==> src/assert_macros.svh <==
// ----------------------------------------------------------------------------
// assert_macros.svh
// Concurrent assertion macros shared by the biquad cascade RTL.
// ----------------------------------------------------------------------------
`ifndef ASSERT_MACROS_SVH
`define ASSERT_MACROS_SVH

// Check a property on every rising clk_i edge, masked while rst_ni is low.
`define IBC_ASSERT(lbl, prop, msg) \
  lbl: assert property (@(posedge clk_i) disable iff (!rst_ni) prop) \
    else $error(msg);

// Check that a condition never holds.
`define IBC_ASSERT_NEVER(lbl, cond, msg) \
  `IBC_ASSERT(lbl, !(cond), msg)

`endif

==> src/ibc_pkg.sv <==
// ----------------------------------------------------------------------------
// ibc_pkg
// Types, constants and the microprogram of the biquad cascade.
// ----------------------------------------------------------------------------
`default_nettype none

package ibc_pkg;

  localparam int unsigned SECTIONS_DEF  = 11;
  localparam int unsigned COEFS_PER_SEC = 5;
  localparam int unsigned FRAC_BITS     = 11;
  localparam int unsigned SAMPLE_W      = 16;
  localparam int unsigned COEF_W        = 21;
  localparam int unsigned ACC_W         = 32;
  localparam int unsigned SEC_FIELD_W   = 4;
  localparam int unsigned IDX_FIELD_W   = 3;
  localparam int unsigned LIN_W         = 8;   // section*5+index of a write
  localparam int unsigned UPC_W         = 3;

  localparam logic ACTION_SAMPLE = 1'b0;
  localparam logic ACTION_COEF   = 1'b1;

  // Coefficient selectors, also the offset within a section's row.
  localparam logic [IDX_FIELD_W-1:0] K_B0 = 3'd0;
  localparam logic [IDX_FIELD_W-1:0] K_B1 = 3'd1;
  localparam logic [IDX_FIELD_W-1:0] K_B2 = 3'd2;
  localparam logic [IDX_FIELD_W-1:0] K_A1 = 3'd3;
  localparam logic [IDX_FIELD_W-1:0] K_A2 = 3'd4;

  typedef enum logic [1:0] {
    MUL_W1,
    MUL_W2,
    MUL_W
  } mul_sel_e;

  typedef enum logic [1:0] {
    ACC_NOP,
    ACC_SUB,
    ACC_LOAD,
    ACC_ADD
  } acc_op_e;

  typedef enum logic [1:0] {
    ST_IDLE,
    ST_RUN,
    ST_OUT
  } seq_state_e;

  typedef struct packed {
    logic                   rd_en;     // issue a coefficient read
    logic [IDX_FIELD_W-1:0] rd_k;      // which coefficient of the section
    logic                   latch_w;   // capture w1, w2 of the section
    logic                   mul_en;    // register a product
    mul_sel_e               mul_sel;   // data operand of the product
    acc_op_e                acc_op;    // accumulator update
    logic                   wr_delay;  // shift the section's delays
    logic                   sec_end;   // last step of a section
  } ucode_t;

  typedef struct packed {
    ucode_t uw;
    logic   idle;
    logic   load_out;
  } ctrl_t;

  localparam ucode_t UCODE_NOP = '{
    rd_en: 1'b0, rd_k: K_B0, latch_w: 1'b0, mul_en: 1'b0, mul_sel: MUL_W1,
    acc_op: ACC_NOP, wr_delay: 1'b0, sec_end: 1'b0
  };

  // One section in eight steps; coefficient data arrives in the step after
  // its read, a product lands in the accumulator in the step after it is taken.
  function automatic ucode_t ucode(input logic [UPC_W-1:0] upc);
    ucode_t uw;
    uw = UCODE_NOP;
    unique case (upc)
      3'd0: begin
        uw.rd_en   = 1'b1;  uw.rd_k = K_A1;
        uw.latch_w = 1'b1;
      end
      3'd1: begin
        uw.rd_en  = 1'b1;  uw.rd_k = K_A2;
        uw.mul_en = 1'b1;  uw.mul_sel = MUL_W1;
      end
      3'd2: begin
        uw.mul_en = 1'b1;  uw.mul_sel = MUL_W2;
        uw.acc_op = ACC_SUB;
      end
      3'd3: begin
        uw.rd_en  = 1'b1;  uw.rd_k = K_B0;
        uw.acc_op = ACC_SUB;
      end
      3'd4: begin
        uw.rd_en    = 1'b1;  uw.rd_k = K_B1;
        uw.mul_en   = 1'b1;  uw.mul_sel = MUL_W;
        uw.wr_delay = 1'b1;
      end
      3'd5: begin
        uw.rd_en  = 1'b1;  uw.rd_k = K_B2;
        uw.mul_en = 1'b1;  uw.mul_sel = MUL_W1;
        uw.acc_op = ACC_LOAD;
      end
      3'd6: begin
        uw.mul_en = 1'b1;  uw.mul_sel = MUL_W2;
        uw.acc_op = ACC_ADD;
      end
      3'd7: begin
        uw.acc_op  = ACC_ADD;
        uw.sec_end = 1'b1;
      end
      default: uw = UCODE_NOP;
    endcase
    return uw;
  endfunction

endpackage

`default_nettype wire

==> src/ibc_in_if.sv <==
// ----------------------------------------------------------------------------
// ibc_in_if
// Input channel: sample or coefficient write, valid/ready handshake.
// ----------------------------------------------------------------------------
`default_nettype none

interface ibc_in_if;
  logic              valid;
  logic              ready;
  logic              action;
  logic signed [15:0] sample;
  logic [3:0]        section;
  logic [2:0]        coef_index;
  logic signed [20:0] coef_value;

  modport source (output valid, action, sample, section, coef_index, coef_value,
                  input ready);
  modport sink   (input valid, action, sample, section, coef_index, coef_value,
                  output ready);
endinterface

`default_nettype wire

==> src/ibc_out_if.sv <==
// ----------------------------------------------------------------------------
// ibc_out_if
// Output channel: filtered sample, valid/ready handshake.
// ----------------------------------------------------------------------------
`default_nettype none

interface ibc_out_if;
  logic              valid;
  logic              ready;
  logic signed [15:0] filtered;

  modport source (output valid, filtered, input ready);
  modport sink   (input valid, filtered, output ready);
endinterface

`default_nettype wire

==> src/ibc_ram.sv <==
// ----------------------------------------------------------------------------
// ibc_ram
// Generic single-write, single-read RAM with registered read data.
// ----------------------------------------------------------------------------
`default_nettype none

module ibc_ram #(
  parameter int unsigned WIDTH = 8,
  parameter int unsigned DEPTH = 16
) (
  input  wire logic                     clk_i,
  input  wire logic                     we_i,
  input  wire logic [$clog2(DEPTH)-1:0] waddr_i,
  input  wire logic [WIDTH-1:0]         wdata_i,
  input  wire logic                     re_i,
  input  wire logic [$clog2(DEPTH)-1:0] raddr_i,
  output      logic [WIDTH-1:0]         rdata_o
);

  logic [WIDTH-1:0] mem_q [DEPTH];

  always_ff @(posedge clk_i) begin
    if (we_i) begin
      mem_q[waddr_i] <= wdata_i;
    end
    if (re_i) begin
      rdata_o <= mem_q[raddr_i];
    end
  end

endmodule

`default_nettype wire

==> src/ibc_seq.sv <==
// ----------------------------------------------------------------------------
// ibc_seq
// Microcode sequencer: step counter, section counter and coefficient address.
// ----------------------------------------------------------------------------
`default_nettype none

module ibc_seq #(
  parameter int unsigned SECTIONS = ibc_pkg::SECTIONS_DEF,
  localparam int unsigned SEC_W = (SECTIONS > 1) ? $clog2(SECTIONS) : 1,
  localparam int unsigned CAW   = $clog2(SECTIONS * ibc_pkg::COEFS_PER_SEC)
) (
  input  wire logic                 clk_i,
  input  wire logic                 rst_ni,
  input  wire logic                 start_i,     // sample transaction taken
  input  wire logic                 out_free_i,  // output register can load
  output      ibc_pkg::ctrl_t       ctrl_o,
  output      logic [SEC_W-1:0]     sec_o,
  output      logic [CAW-1:0]       rd_addr_o
);

  ibc_pkg::seq_state_e          state_q, state_d;
  logic [ibc_pkg::UPC_W-1:0]    upc_q, upc_d;
  logic [SEC_W-1:0]             sec_q, sec_d;
  logic [CAW-1:0]               base_q, base_d;
  ibc_pkg::ucode_t              uw;

  always_ff @(posedge clk_i or negedge rst_ni) begin
    if (!rst_ni) begin
      state_q <= ibc_pkg::ST_IDLE;
      upc_q   <= '0;
      sec_q   <= '0;
      base_q  <= '0;
    end else begin
      state_q <= state_d;
      upc_q   <= upc_d;
      sec_q   <= sec_d;
      base_q  <= base_d;
    end
  end

  always_comb begin
    uw              = ibc_pkg::ucode(upc_q);
    state_d         = state_q;
    upc_d           = upc_q;
    sec_d           = sec_q;
    base_d          = base_q;
    ctrl_o.uw       = ibc_pkg::UCODE_NOP;
    ctrl_o.idle     = 1'b0;
    ctrl_o.load_out = 1'b0;
    unique case (state_q)
      ibc_pkg::ST_IDLE: begin
        ctrl_o.idle = 1'b1;
        if (start_i) begin
          state_d = ibc_pkg::ST_RUN;
          upc_d   = '0;
          sec_d   = '0;
          base_d  = '0;
        end
      end
      ibc_pkg::ST_RUN: begin
        ctrl_o.uw = uw;
        if (uw.sec_end) begin
          upc_d = '0;
          if (sec_q == SEC_W'(SECTIONS - 1)) begin
            state_d = ibc_pkg::ST_OUT;
          end else begin
            sec_d  = sec_q + 1'b1;
            base_d = base_q + CAW'(ibc_pkg::COEFS_PER_SEC);
          end
        end else begin
          upc_d = upc_q + 1'b1;
        end
      end
      ibc_pkg::ST_OUT: begin
        // hold the result in the accumulator until the output register frees
        ctrl_o.load_out = out_free_i;
        if (out_free_i) begin
          state_d = ibc_pkg::ST_IDLE;
        end
      end
      default: state_d = ibc_pkg::ST_IDLE;
    endcase
  end

  assign sec_o     = sec_q;
  assign rd_addr_o = base_q + CAW'(ctrl_o.uw.rd_k);

`include "assert_macros.svh"

  `IBC_ASSERT(a_sec_in_range, 32'(sec_q) < 32'(SECTIONS), "section counter out of range")
  `IBC_ASSERT(a_base_tracks_sec, (state_q == ibc_pkg::ST_RUN && upc_q == '0) |-> (32'(base_q) == 32'(sec_q) * ibc_pkg::COEFS_PER_SEC), "coefficient base out of step with section")

endmodule

`default_nettype wire

==> src/iir_biquad_cascade_df2.sv <==
// Cascaded direct-form-II biquad IIR filter, 16-bit fixed-point audio.
//
// in_ch_i carries two kinds of transaction, told apart by action. A
// coefficient write (action 1) stores a Q11 value for one section and
// selector; writes to a section or selector beyond the filter are dropped.
// It gives no result and leaves the input ready. A sample (action 0) runs through
// all sections and gives one filtered sample on out_ch_o.
// A sample runs the eight-step microprogram once per section on one shared
// 21x21 multiplier and the coefficient RAM behind it, with its separate
// write and read ports; the result then moves to the output register, and
// the next transaction is taken once the sequencer is idle again.
// Reset clears the delay line and marks every coefficient as zero.
// When the receiver stalls, the result waits in the output register while
// coefficient writes and the next sample are still taken; a sample that
// finishes while the old result still waits holds in the output state.
// ----------------------------------------------------------------------------
// iir_biquad_cascade_df2
// Top level: handshake, coefficient store, delay line and MAC datapath.
// ----------------------------------------------------------------------------
`default_nettype none

module iir_biquad_cascade_df2 #(
  parameter int unsigned SECTIONS = ibc_pkg::SECTIONS_DEF
) (
  input  wire logic  clk_i,
  input  wire logic  rst_ni,
  ibc_in_if.sink     in_ch_i,
  ibc_out_if.source  out_ch_o
);

  localparam int unsigned SEC_W  = (SECTIONS > 1) ? $clog2(SECTIONS) : 1;
  localparam int unsigned CDEPTH = SECTIONS * ibc_pkg::COEFS_PER_SEC;
  localparam int unsigned CAW    = $clog2(CDEPTH);
  localparam int unsigned W_W    = ibc_pkg::COEF_W;
  localparam int unsigned ACC_W  = ibc_pkg::ACC_W;
  localparam int unsigned FRAC   = ibc_pkg::FRAC_BITS;

  ibc_pkg::ctrl_t            ctrl;
  logic [SEC_W-1:0]          sec;
  logic [CAW-1:0]            rd_addr;

  logic                      in_take;
  logic                      sample_start;
  logic                      coef_we;
  logic [ibc_pkg::LIN_W-1:0] coef_lin;
  logic [CAW-1:0]            coef_waddr;

  logic [CDEPTH-1:0]         coef_vld_q;
  logic                      coef_rd_vld_q;
  logic [W_W-1:0]            coef_rdata;
  logic signed [W_W-1:0]     coef_op;
  logic signed [W_W-1:0]     data_op;
  logic signed [2*W_W-1:0]   prod_full;

  logic [W_W-1:0]            dly1_q [SECTIONS];
  logic [W_W-1:0]            dly2_q [SECTIONS];
  logic [W_W-1:0]            w1_q, w2_q;
  logic [ACC_W-1:0]          prod_q;
  logic [ACC_W-1:0]          acc_q, acc_d;
  logic [W_W-1:0]            w_cur;

  logic                      out_vld_q;
  logic [ibc_pkg::SAMPLE_W-1:0] filt_q;
  logic                      out_free;

  // --------------------------------------------------------------------------
  // Input handshake and coefficient write decode
  // --------------------------------------------------------------------------
  assign in_ch_i.ready = ctrl.idle;
  assign in_take       = in_ch_i.valid && ctrl.idle;
  assign sample_start  = in_take && (in_ch_i.action == ibc_pkg::ACTION_SAMPLE);

  // Row address: section*5 + selector, done as a shift and an add.
  assign coef_lin = ({4'b0, in_ch_i.section} << 2) + {4'b0, in_ch_i.section}
                  + {5'b0, in_ch_i.coef_index};
  assign coef_waddr = coef_lin[CAW-1:0];
  assign coef_we = in_take && (in_ch_i.action == ibc_pkg::ACTION_COEF)
                && (32'(in_ch_i.section) < 32'(SECTIONS))
                && (32'(in_ch_i.coef_index) < 32'(ibc_pkg::COEFS_PER_SEC));

  // --------------------------------------------------------------------------
  // Sequencer
  // --------------------------------------------------------------------------
  assign out_free = !out_vld_q || out_ch_o.ready;

  ibc_seq #(
    .SECTIONS (SECTIONS)
  ) u_seq (
    .clk_i      (clk_i),
    .rst_ni     (rst_ni),
    .start_i    (sample_start),
    .out_free_i (out_free),
    .ctrl_o     (ctrl),
    .sec_o      (sec),
    .rd_addr_o  (rd_addr)
  );

  // --------------------------------------------------------------------------
  // Coefficient store: RAM plus a written flag per entry, so that an entry
  // never written since reset reads as zero.
  // --------------------------------------------------------------------------
  ibc_ram #(
    .WIDTH (W_W),
    .DEPTH (CDEPTH)
  ) u_coef_ram (
    .clk_i   (clk_i),
    .we_i    (coef_we),
    .waddr_i (coef_waddr),
    .wdata_i (in_ch_i.coef_value),
    .re_i    (ctrl.uw.rd_en),
    .raddr_i (rd_addr),
    .rdata_o (coef_rdata)
  );

  always_ff @(posedge clk_i or negedge rst_ni) begin
    if (!rst_ni) begin
      coef_vld_q    <= '0;
      coef_rd_vld_q <= 1'b0;
    end else begin
      if (coef_we) begin
        coef_vld_q[coef_waddr] <= 1'b1;
      end
      if (ctrl.uw.rd_en) begin
        coef_rd_vld_q <= coef_vld_q[rd_addr];
      end
    end
  end

  assign coef_op = coef_rd_vld_q ? coef_rdata : '0;

  // --------------------------------------------------------------------------
  // Multiplier: coefficient times w1, w2 or the fresh w, wrapped to 32 bits
  // --------------------------------------------------------------------------
  assign w_cur = acc_q[ACC_W-1:FRAC];

  always_comb begin
    case (ctrl.uw.mul_sel)
      ibc_pkg::MUL_W1: data_op = w1_q;
      ibc_pkg::MUL_W2: data_op = w2_q;
      ibc_pkg::MUL_W:  data_op = w_cur;
      default:         data_op = w1_q;
    endcase
  end

  assign prod_full = coef_op * data_op;

  always_ff @(posedge clk_i) begin
    if (ctrl.uw.mul_en) begin
      prod_q <= prod_full[ACC_W-1:0];
    end
    if (ctrl.uw.latch_w) begin
      w1_q <= dly1_q[sec];
      w2_q <= dly2_q[sec];
    end
  end

  // --------------------------------------------------------------------------
  // Accumulator: holds x between sections, w's sum, then y
  // --------------------------------------------------------------------------
  always_comb begin
    acc_d = acc_q;
    if (sample_start) begin
      // sign-extend the sample and scale it by 2^11
      acc_d = {{(ACC_W - ibc_pkg::SAMPLE_W - FRAC){in_ch_i.sample[ibc_pkg::SAMPLE_W-1]}},
               in_ch_i.sample, {FRAC{1'b0}}};
    end else begin
      case (ctrl.uw.acc_op)
        ibc_pkg::ACC_SUB:  acc_d = acc_q - prod_q;
        ibc_pkg::ACC_LOAD: acc_d = prod_q;
        ibc_pkg::ACC_ADD:  acc_d = acc_q + prod_q;
        default:           acc_d = acc_q;
      endcase
    end
  end

  always_ff @(posedge clk_i) begin
    acc_q <= acc_d;
  end

  // --------------------------------------------------------------------------
  // Delay line: advance the section's w2 <= w1, w1 <= w
  // --------------------------------------------------------------------------
  always_ff @(posedge clk_i or negedge rst_ni) begin
    if (!rst_ni) begin
      for (int i = 0; i < int'(SECTIONS); i++) begin
        dly1_q[i] <= '0;
        dly2_q[i] <= '0;
      end
    end else if (ctrl.uw.wr_delay) begin
      dly1_q[sec] <= w_cur;
      dly2_q[sec] <= w1_q;
    end
  end

  // --------------------------------------------------------------------------
  // Output register
  // --------------------------------------------------------------------------
  always_ff @(posedge clk_i or negedge rst_ni) begin
    if (!rst_ni) begin
      out_vld_q <= 1'b0;
    end else if (ctrl.load_out) begin
      out_vld_q <= 1'b1;
    end else if (out_ch_o.ready) begin
      out_vld_q <= 1'b0;
    end
  end

  always_ff @(posedge clk_i) begin
    if (ctrl.load_out) begin
      filt_q <= acc_q[FRAC + ibc_pkg::SAMPLE_W - 1:FRAC];
    end
  end

  assign out_ch_o.valid    = out_vld_q;
  assign out_ch_o.filtered = filt_q;

`include "assert_macros.svh"

  `IBC_ASSERT(a_wr_sets_flag, coef_we |=> coef_vld_q[$past(coef_waddr)], "written coefficient not flagged")
  `IBC_ASSERT(a_busy_after_start, sample_start |=> !ctrl.idle, "sequencer idle after sample transaction")
  `IBC_ASSERT_NEVER(a_no_overwrite, ctrl.load_out && out_vld_q && !out_ch_o.ready, "result loaded over a waiting result")

endmodule

`default_nettype wire

==> src/flat_wrapper.sv <==
// flat-port wrapper written by rule: the top's interface ports become plain ports
module iir_biquad_cascade_df2_flat 
#(
  parameter int unsigned SECTIONS = ibc_pkg::SECTIONS_DEF
)
  (clk_i, rst_ni, in_ch_i_valid, in_ch_i_action, in_ch_i_sample, in_ch_i_section, in_ch_i_coef_index, in_ch_i_coef_value, in_ch_i_ready, out_ch_o_valid, out_ch_o_filtered, out_ch_o_ready);
  ibc_in_if in_ch_i_i ();
  ibc_out_if out_ch_o_i ();
  input  wire logic clk_i;
  input  wire logic rst_ni;
  input wire logic [$bits(in_ch_i_i.valid)-1:0] in_ch_i_valid;
  input wire logic [$bits(in_ch_i_i.action)-1:0] in_ch_i_action;
  input wire logic [$bits(in_ch_i_i.sample)-1:0] in_ch_i_sample;
  input wire logic [$bits(in_ch_i_i.section)-1:0] in_ch_i_section;
  input wire logic [$bits(in_ch_i_i.coef_index)-1:0] in_ch_i_coef_index;
  input wire logic [$bits(in_ch_i_i.coef_value)-1:0] in_ch_i_coef_value;
  output wire logic [$bits(in_ch_i_i.ready)-1:0] in_ch_i_ready;
  output wire logic [$bits(out_ch_o_i.valid)-1:0] out_ch_o_valid;
  output wire logic [$bits(out_ch_o_i.filtered)-1:0] out_ch_o_filtered;
  input wire logic [$bits(out_ch_o_i.ready)-1:0] out_ch_o_ready;
  assign in_ch_i_i.valid = in_ch_i_valid;
  assign in_ch_i_i.action = in_ch_i_action;
  assign in_ch_i_i.sample = in_ch_i_sample;
  assign in_ch_i_i.section = in_ch_i_section;
  assign in_ch_i_i.coef_index = in_ch_i_coef_index;
  assign in_ch_i_i.coef_value = in_ch_i_coef_value;
  assign in_ch_i_ready = in_ch_i_i.ready;
  assign out_ch_o_valid = out_ch_o_i.valid;
  assign out_ch_o_filtered = out_ch_o_i.filtered;
  assign out_ch_o_i.ready = out_ch_o_ready;
  iir_biquad_cascade_df2 #(.SECTIONS(SECTIONS)) u_core (.clk_i(clk_i), .rst_ni(rst_ni), .in_ch_i(in_ch_i_i), .out_ch_o(out_ch_o_i));
endmodule
==> config.mk <==
export PLATFORM = sky130hd
export DESIGN_NAME = iir_biquad_cascade_df2_flat
export DESIGN_NICKNAME = d
export VERILOG_FILES = /design/src/ibc_pkg.sv /design/src/ibc_in_if.sv /design/src/ibc_out_if.sv /design/src/ibc_ram.sv /design/src/ibc_seq.sv /design/src/iir_biquad_cascade_df2.sv /design/src/flat_wrapper.sv
export VERILOG_INCLUDE_DIRS = /design/src /design/src/src
export SDC_FILE = /design/constraint.sdc
export NUM_CORES = 2
export LEC_CHECK = 0
export BUFFER_PORTS_ARGS = -buffer_cell sky130_fd_sc_hd__buf_2
export CAP_MARGIN = 20
export CORE_ASPECT_RATIO = 0.7
export CORE_MARGIN = 2
export CORE_UTILIZATION = 45
export CTS_CLUSTER_SIZE = 10
export DETAILED_ROUTE_END_ITERATION = 16
export HOLD_SLACK_MARGIN = 0.05
export PLACE_DENSITY_LB_ADDON = 0.12
export SYNTH_ARGS = -nofsm -noshare
export SYNTH_HDL_FRONTEND = slang
export SYNTH_SLANG_ARGS = --single-unit
==> constraint.sdc <==
create_clock -name clk_i -period 13.5 [get_ports clk_i]
set_input_delay 2.7 -clock clk_i [delete_from_list [all_inputs] [get_ports clk_i]]
set_output_delay 2.7 -clock clk_i [all_outputs]
set_load 0.1 [all_outputs]
Yosys cells after proc, flatten, opt, wreduce, memory -nomap -nowiden --
Memories as Yosys holds them, arrays and structs flattened. A register that Yosys moved wholly into a read port is not among the register bits. Cells that the tools add are included.
Word-level totals: bits in registers 656, bits in writable memories 1155, bits of input ports 49, output and inout bits 18, logic and storage cells 144, memories 1
Cells by class: add/sub/neg operators 8, multiply operators 1, $lt $le $gt $ge 7, equal/unequal tests 20, muxes and demuxes 47, bitwise operators 3, reductions and logical operators 22
Memory list:
- u_core.u_coef_ram.mem_q | words 55, bits a word 21, read ports 1, clocked after memory_dff 1, write ports 1, line ibc_ram.sv:20 | logic [WIDTH-1:0] mem_q [DEPTH];
Operators by type and width (number):
- 231-bit bitwise mux | 2
- 21-bit binary-select mux with 4-bit select | 2
- 21-bit two-way mux | 6
- 32-bit one-hot mux with 3 select lines | 1
- 21-bit demux with 4-bit select | 1
- 55-bit bitwise OR | 1
- 21-bit one-hot mux with 2 select lines | 1
- 32-bit adder | 1
- 21-bit by 21-bit multiplier with 32-bit output | 1
- 32-bit two-way mux | 1
- 32-bit subtractor | 1
- 4-bit one-hot mux with 5 select lines | 1
- 6-bit two-way mux | 3
- 6-bit by 7-bit < comparator with 1-bit output, second input constant | 2
- 6-bit by 3-bit adder with 6-bit output | 2
- 3-bit equality test, second input constant | 4
- 12-bit two-way mux | 1
- 4-bit two-way mux | 3
- 2-bit one-hot mux with 3 select lines | 2
- 6-bit one-hot mux with 2 select lines | 1
- 1-bit two-way mux | 11
- 3-bit one-hot mux with 3 select lines | 1
- 2-bit equality test, second input constant | 4
- 2-bit two-way mux | 4
- other kinds (33) | 51

Depth between registers and ports, before layout --
word-level depth 8, gate-level depth with buffers 35, gate-level depth less buffers 32

Hierarchy --
A second synthesis with hierarchy kept.
Unflattened totals: cell total of the unflattened synthesis 5983, area total of the unflattened synthesis 89639.7 sq um
Modules (own cells, without submodules):
- ibc_ram | times used 1, cells each 2034, area an instance 45139.5 sq um, sequential area each 35313.9 sq um
- iir_biquad_cascade_df2 | times used 1, cells each 3815, area an instance 43281.5 sq um, sequential area each 16540.9 sq um
- ibc_seq | times used 1, cells each 134, area an instance 1218.7 sq um, sequential area each 375.4 sq um

Worst setup path after synthesis --
OpenSTA, ideal clock, no wires.
path type flip-flop to flip-flop, start point register u_core.u_seq.upc_q[0] (netlist bit), end point register u_core.prod_q[28], data pin, setup time 0.264 ns, arrival 8.117 ns, data required time 13.236 ns, setup slack 5.119 ns, cell stages (with the launch flop) 35, buffers on the path 4, period minus slack after synthesis 8.381 ns, cell sequence dfrtp_1 -> inv_1 -> ha_1 -> nand3_1 -> ha_1 -> clkbuf_1 -> clkbuf_1 -> buf_1 -> nor2_1 -> a21oi_1 -> clkbuf_1 -> nor2_1 -> fa_1 -> fa_1 -> inv_1 -> fa_1 -> inv_1 -> fa_1 -> inv_1 -> fa_1 -> inv_1 -> fa_1 -> inv_1 -> fa_1 -> inv_1 -> ha_1 -> and3_1 -> a221oi_1 -> o21ai_0 -> a211oi_1 -> o21ai_0 -> a21boi_0 -> nor2_1 -> nor3_1 -> a211oi_1
On the way: word-level cells in the longest chain between the ends 7, elaborated cells between the ends (all ways) 13, classes of those cells 1 x mul; 7 x eq/ne; 3 x mux; 2 x reduce/logical
Ends and longest elaborated chain:
- start: declaration | line ibc_seq.sv:22 | logic [ibc_pkg::UPC_W-1:0] upc_q, upc_d;
- start signal: assignment | line ibc_seq.sv:35 | upc_q <= upc_d;
- 3-bit equality test (tied with other cells) | line ibc_pkg.sv:76 | unique case (upc)
- 2-bit OR reduction (no line)
- 3-bit one-hot mux with 3 select lines (*) | line ibc_pkg.sv:76
- 12-bit two-way mux (*) | line ibc_seq.sv:50 | unique case (state_q)
- 2-bit equality test / 2-bit by 1-bit equality test with 1-bit output (equally long branches) | line iir_biquad_cascade_df2.sv:137 | case (ctrl.uw.mul_sel)
- 21-bit one-hot mux with 2 select lines (*) | line iir_biquad_cascade_df2.sv:137
- 21-bit by 21-bit multiplier with 32-bit output (*) | line iir_biquad_cascade_df2.sv:145 | assign prod_full = coef_op * data_op;
- net u_core.prod_full[28] | line iir_biquad_cascade_df2.sv:53 | logic signed [2*W_W-1:0] prod_full;
- end signal: assignment | line iir_biquad_cascade_df2.sv:149 | prod_q <= prod_full[ACC_W-1:0];
- end: declaration | line iir_biquad_cascade_df2.sv:58 | logic [ACC_W-1:0] prod_q;
The timed path passes the listed nets; every way through them passes the cells marked *. A chain may end at the register's enable or synchronous reset.

Worst setup path in the final report --
start point register u_core.u_seq.state_q[1], end point register u_core.prod_q[28], data pin
On the way: word-level cells in the longest chain between the ends 5, elaborated cells between the ends (all ways) 6, classes of those cells 1 x mul; 3 x eq/ne; 2 x mux
Ends and longest elaborated chain:
- start: declaration | line ibc_seq.sv:21 | ibc_pkg::seq_state_e state_q, state_d;
- start signal: assignment | line ibc_seq.sv:29 | state_q <= ibc_pkg::ST_IDLE;
- start signal: assignment | line ibc_seq.sv:34 | state_q <= state_d;
- 2-bit by 1-bit equality test with 1-bit output (*) | line ibc_seq.sv:50
- 12-bit two-way mux (*) | line ibc_seq.sv:50
- 2-bit equality test / 2-bit by 1-bit equality test with 1-bit output (equally long branches) | line iir_biquad_cascade_df2.sv:137
- 21-bit one-hot mux with 2 select lines (*) | line iir_biquad_cascade_df2.sv:137
- 21-bit by 21-bit multiplier with 32-bit output (*) | line iir_biquad_cascade_df2.sv:145
- net u_core.prod_full[28] | line iir_biquad_cascade_df2.sv:53
Marked as above.

==> metrics <==
status=finished clean; Fin Setup TNS=0 ns; Post-CTS Setup Bufs=0; Reg area=0.0522 mm²; worst vdd ir=0.303 mV; Max transition margin=22.3%; initial antenna violation count=20; Top Layer Used=met5; Setup Skew=0.0655 ns; crit-path max cell delay=1.04 ns; Fmax=107 MHz; post-synth top area cell=edfxtp_1; P_leak=37.9 nW; register area share after synthesis=59.0%; vias in the first global route=49700; wire per inst=27.7 µm; Final min period=9.37 ns; Final Max Tran Viols=0; Vias/cell=5.78; Core Area=0.196 mm²; PortBufs=66; area delta synth->final=11.4%; hold_buf cts=0; multi-input logic area=0.0337 mm²; Root Buffer Master=clkbuf_16; Detail Placement HPWL=145 mm; Synth area leaders=edfxtp_1 44%, dfrtp_1 15%, mux4_2 12%; Post-DRT Antenna Nets=0; nets@finish=6326; XOR/XNOR Fraction of Synth Area=1.18%; die width=534 µm; Die ar.=0.200 mm²; cell repeated most along the worst path=fa_1; Simple-Gate Fraction of Synth Area=4.70%; Synth top area share=43.6%; Synth Instances=5655; CP Launch Type=flip-flop; Final WS setup=4.13 ns; Seq cells post-synth=1832; # clock sinks=1832; All-Layer GR Usage=23.8%; synthesized area per cell=15.7 µm²; Placer Congestion=0.863; layout cell share with drive strength beyond 1=26.4%; Worst-path clk slew=0.06 ns; IO Pins=67; Resized Gates After CTS=0; Reg2Reg Setup Slack=4.13 ns; grt total ovfl=0; type of the most critical hold path=reg2reg; first-pass GRT wire length=347 mm; WP data required=14.03 ns; Final period util=69.4%; First-pass DRT Iterations=5; top-count cell post-synth=edfxtp_1; detailed-route via count=49200; TritonCTS buffer count=203; routed length on met2=99.6 mm; Max Cap Viol=0; compound-cell area share of the yosys netlist=3.23%; largest net degree at the start of global routing=166; Ys Warns=0; post-synthesis cell area=0.0886 mm²; Max H-tree Level=4; largest family of logic cells by synthesized area=multiplexers; mux share of post-synthesis cell area=18.5%; Pwr Density=250 mW/mm²; Post-synth EDFFs=1287; RSZ-0062 raised after global routing=false; crit end category=flip-flop; CP Data Arrival Time=9.90 ns; Syn Nets=6212; met3 routed WL=16.5 mm; crit path max fanout=53; Synth cell types=67; clock latency at the later pin of the worst-skew pair=0.85 ns; FFs w/ async S/R, synth=29.1%; Die Span Y=375 µm; initial DRC count=4914; CTS tree=yes; CP max-delay cell=ha_2; met1 wire length=115 mm; clock tree buffer depth=3; Most used DFF post-synth=edfxtp_1; Setup Viol. Count Final=0; final WL=236 mm; Commonest cells post-synth=1287 x edfxtp_1, 534 x dfrtp_1, 485 x mux2_2, 456 x mux4_2, 440 x inv_1; # DRC=0; Place WS=4.26 ns; Slew @ Worst Pin=1.17 ns; type of the worst setup path=reg2reg; Synth Area in Adders=10.2%; final hold viol count=0; Fillers=16200; initial core utilization=45.2%; Site Rows=136; final hold slack=0.459 ns
metal layers:
layer	up-vias	GRT usage (%)
li1	20900	-
met1	26500	38.5
met2	1573	33.1
met3	271	4.36
met4	2	5.22
met5	-	0
per-stage QoR:
| step | instance area, µm² | util, % | instances | total power (W) |
|---|---|---|---|---|
| CTS | 98300 | 50.2 | 8486 | 0.0249 |
| global placement | 92400 | 47.2 | 8165 | 0.0197 |
| detailed placement | 92400 | 47.2 | 8167 | 0.0198 |
| global route | 98700 | 50.4 | 8507 | 0.0261 |
| finish | 98700 | 50.4 | 8511 | 0.0247 |
| floorplan | 88600 | - | 5655 | 0.0155 |
cells by family (layout without fill, tap and decap cells):
kind of cell | Yosys count | after routing
flops | 1832 | 1832
mux | 1007 | 1007
simple gates | 962 | 962
buf+inv | 758 | 986
fa+ha+maj | 508 | 508
compound gates | 469 | 469
xor+xnor | 119 | 119
other cells | 0 | 6
state kept, by name, indices dropped and copies added, names as in the netlist, 21 cells and up:
signal / count
u_core.u_coef_ram.rdata_o: 21
u_core.coef_vld_q: 55
u_core.dly2_q: 231
u_core.w1_q: 21
u_core.u_coef_ram.mem_q: 1155
u_core.w2_q: 21
u_core.acc_q: 32
u_core.prod_q: 32
u_core.dly1_q: 231
critical path, delay by kind of cell (launching register included):
family	cells	cell delay [ns]
buf+inv	8	0.84
fa+ha+maj	9	4.86
compound gates	7	1.81
flops	1	0.42
simple gates	7	1.14
power breakdown:
group	total (W)	leakage (nW)	switching (W)	internal [W]
combinational	0.0119	16.2	0.00684	0.00509
sequential	0.00773	18.9	0.000746	0.00699
clock	0.00504	2.81	0.00223	0.00282
layout make-up:
cell class,instances,area share (%)
diodes,6,0.0152
clock buffers,302,5.57
clock inverters,17,0.408
inverters,440,1.67
multi-input cells,3065,34.2
flip-flops and latches,1832,52.9
well taps,2622,3.32
repair buffers,227,1.87
cells in the final DEF (no fill, tap or decap), types with 55 or more instances in the layout:
cell type	count
clkbuf_1	96
mux2_2	485
ha_1	153
inv_1	440
nor2_2	55
nor2_1	245
o21ai_0	179
edfxtp_1	1287
clkbuf_16	204
buf_4	137
mux4_2	456
mux2i_1	66
buf_2	65
or2_2	61
nand2_1	427
xnor2_1	81
fa_1	352
dfrtp_1	530
a21oi_1	77
path summary, 6_finish.rpt:
kind	startpoint	to	depth (start not counted)
worst max-delay path	u_core.u_seq.state_q[1]	u_core.prod_q[28]	31
worst min-delay path	u_core.coef_vld_q[18]	u_core.coef_vld_q[18]	1
worst max register to register	u_core.u_seq.state_q[1]	u_core.prod_q[28]	31
worst min register to register	u_core.coef_vld_q[18]	u_core.coef_vld_q[18]	1
max in group asynchronous	rst_ni	u_core.coef_vld_q[20]	3
min in group asynchronous	rst_ni	u_core.dly1_q[48]	1
Note: power is estimated with default switching activity, not from simulation.
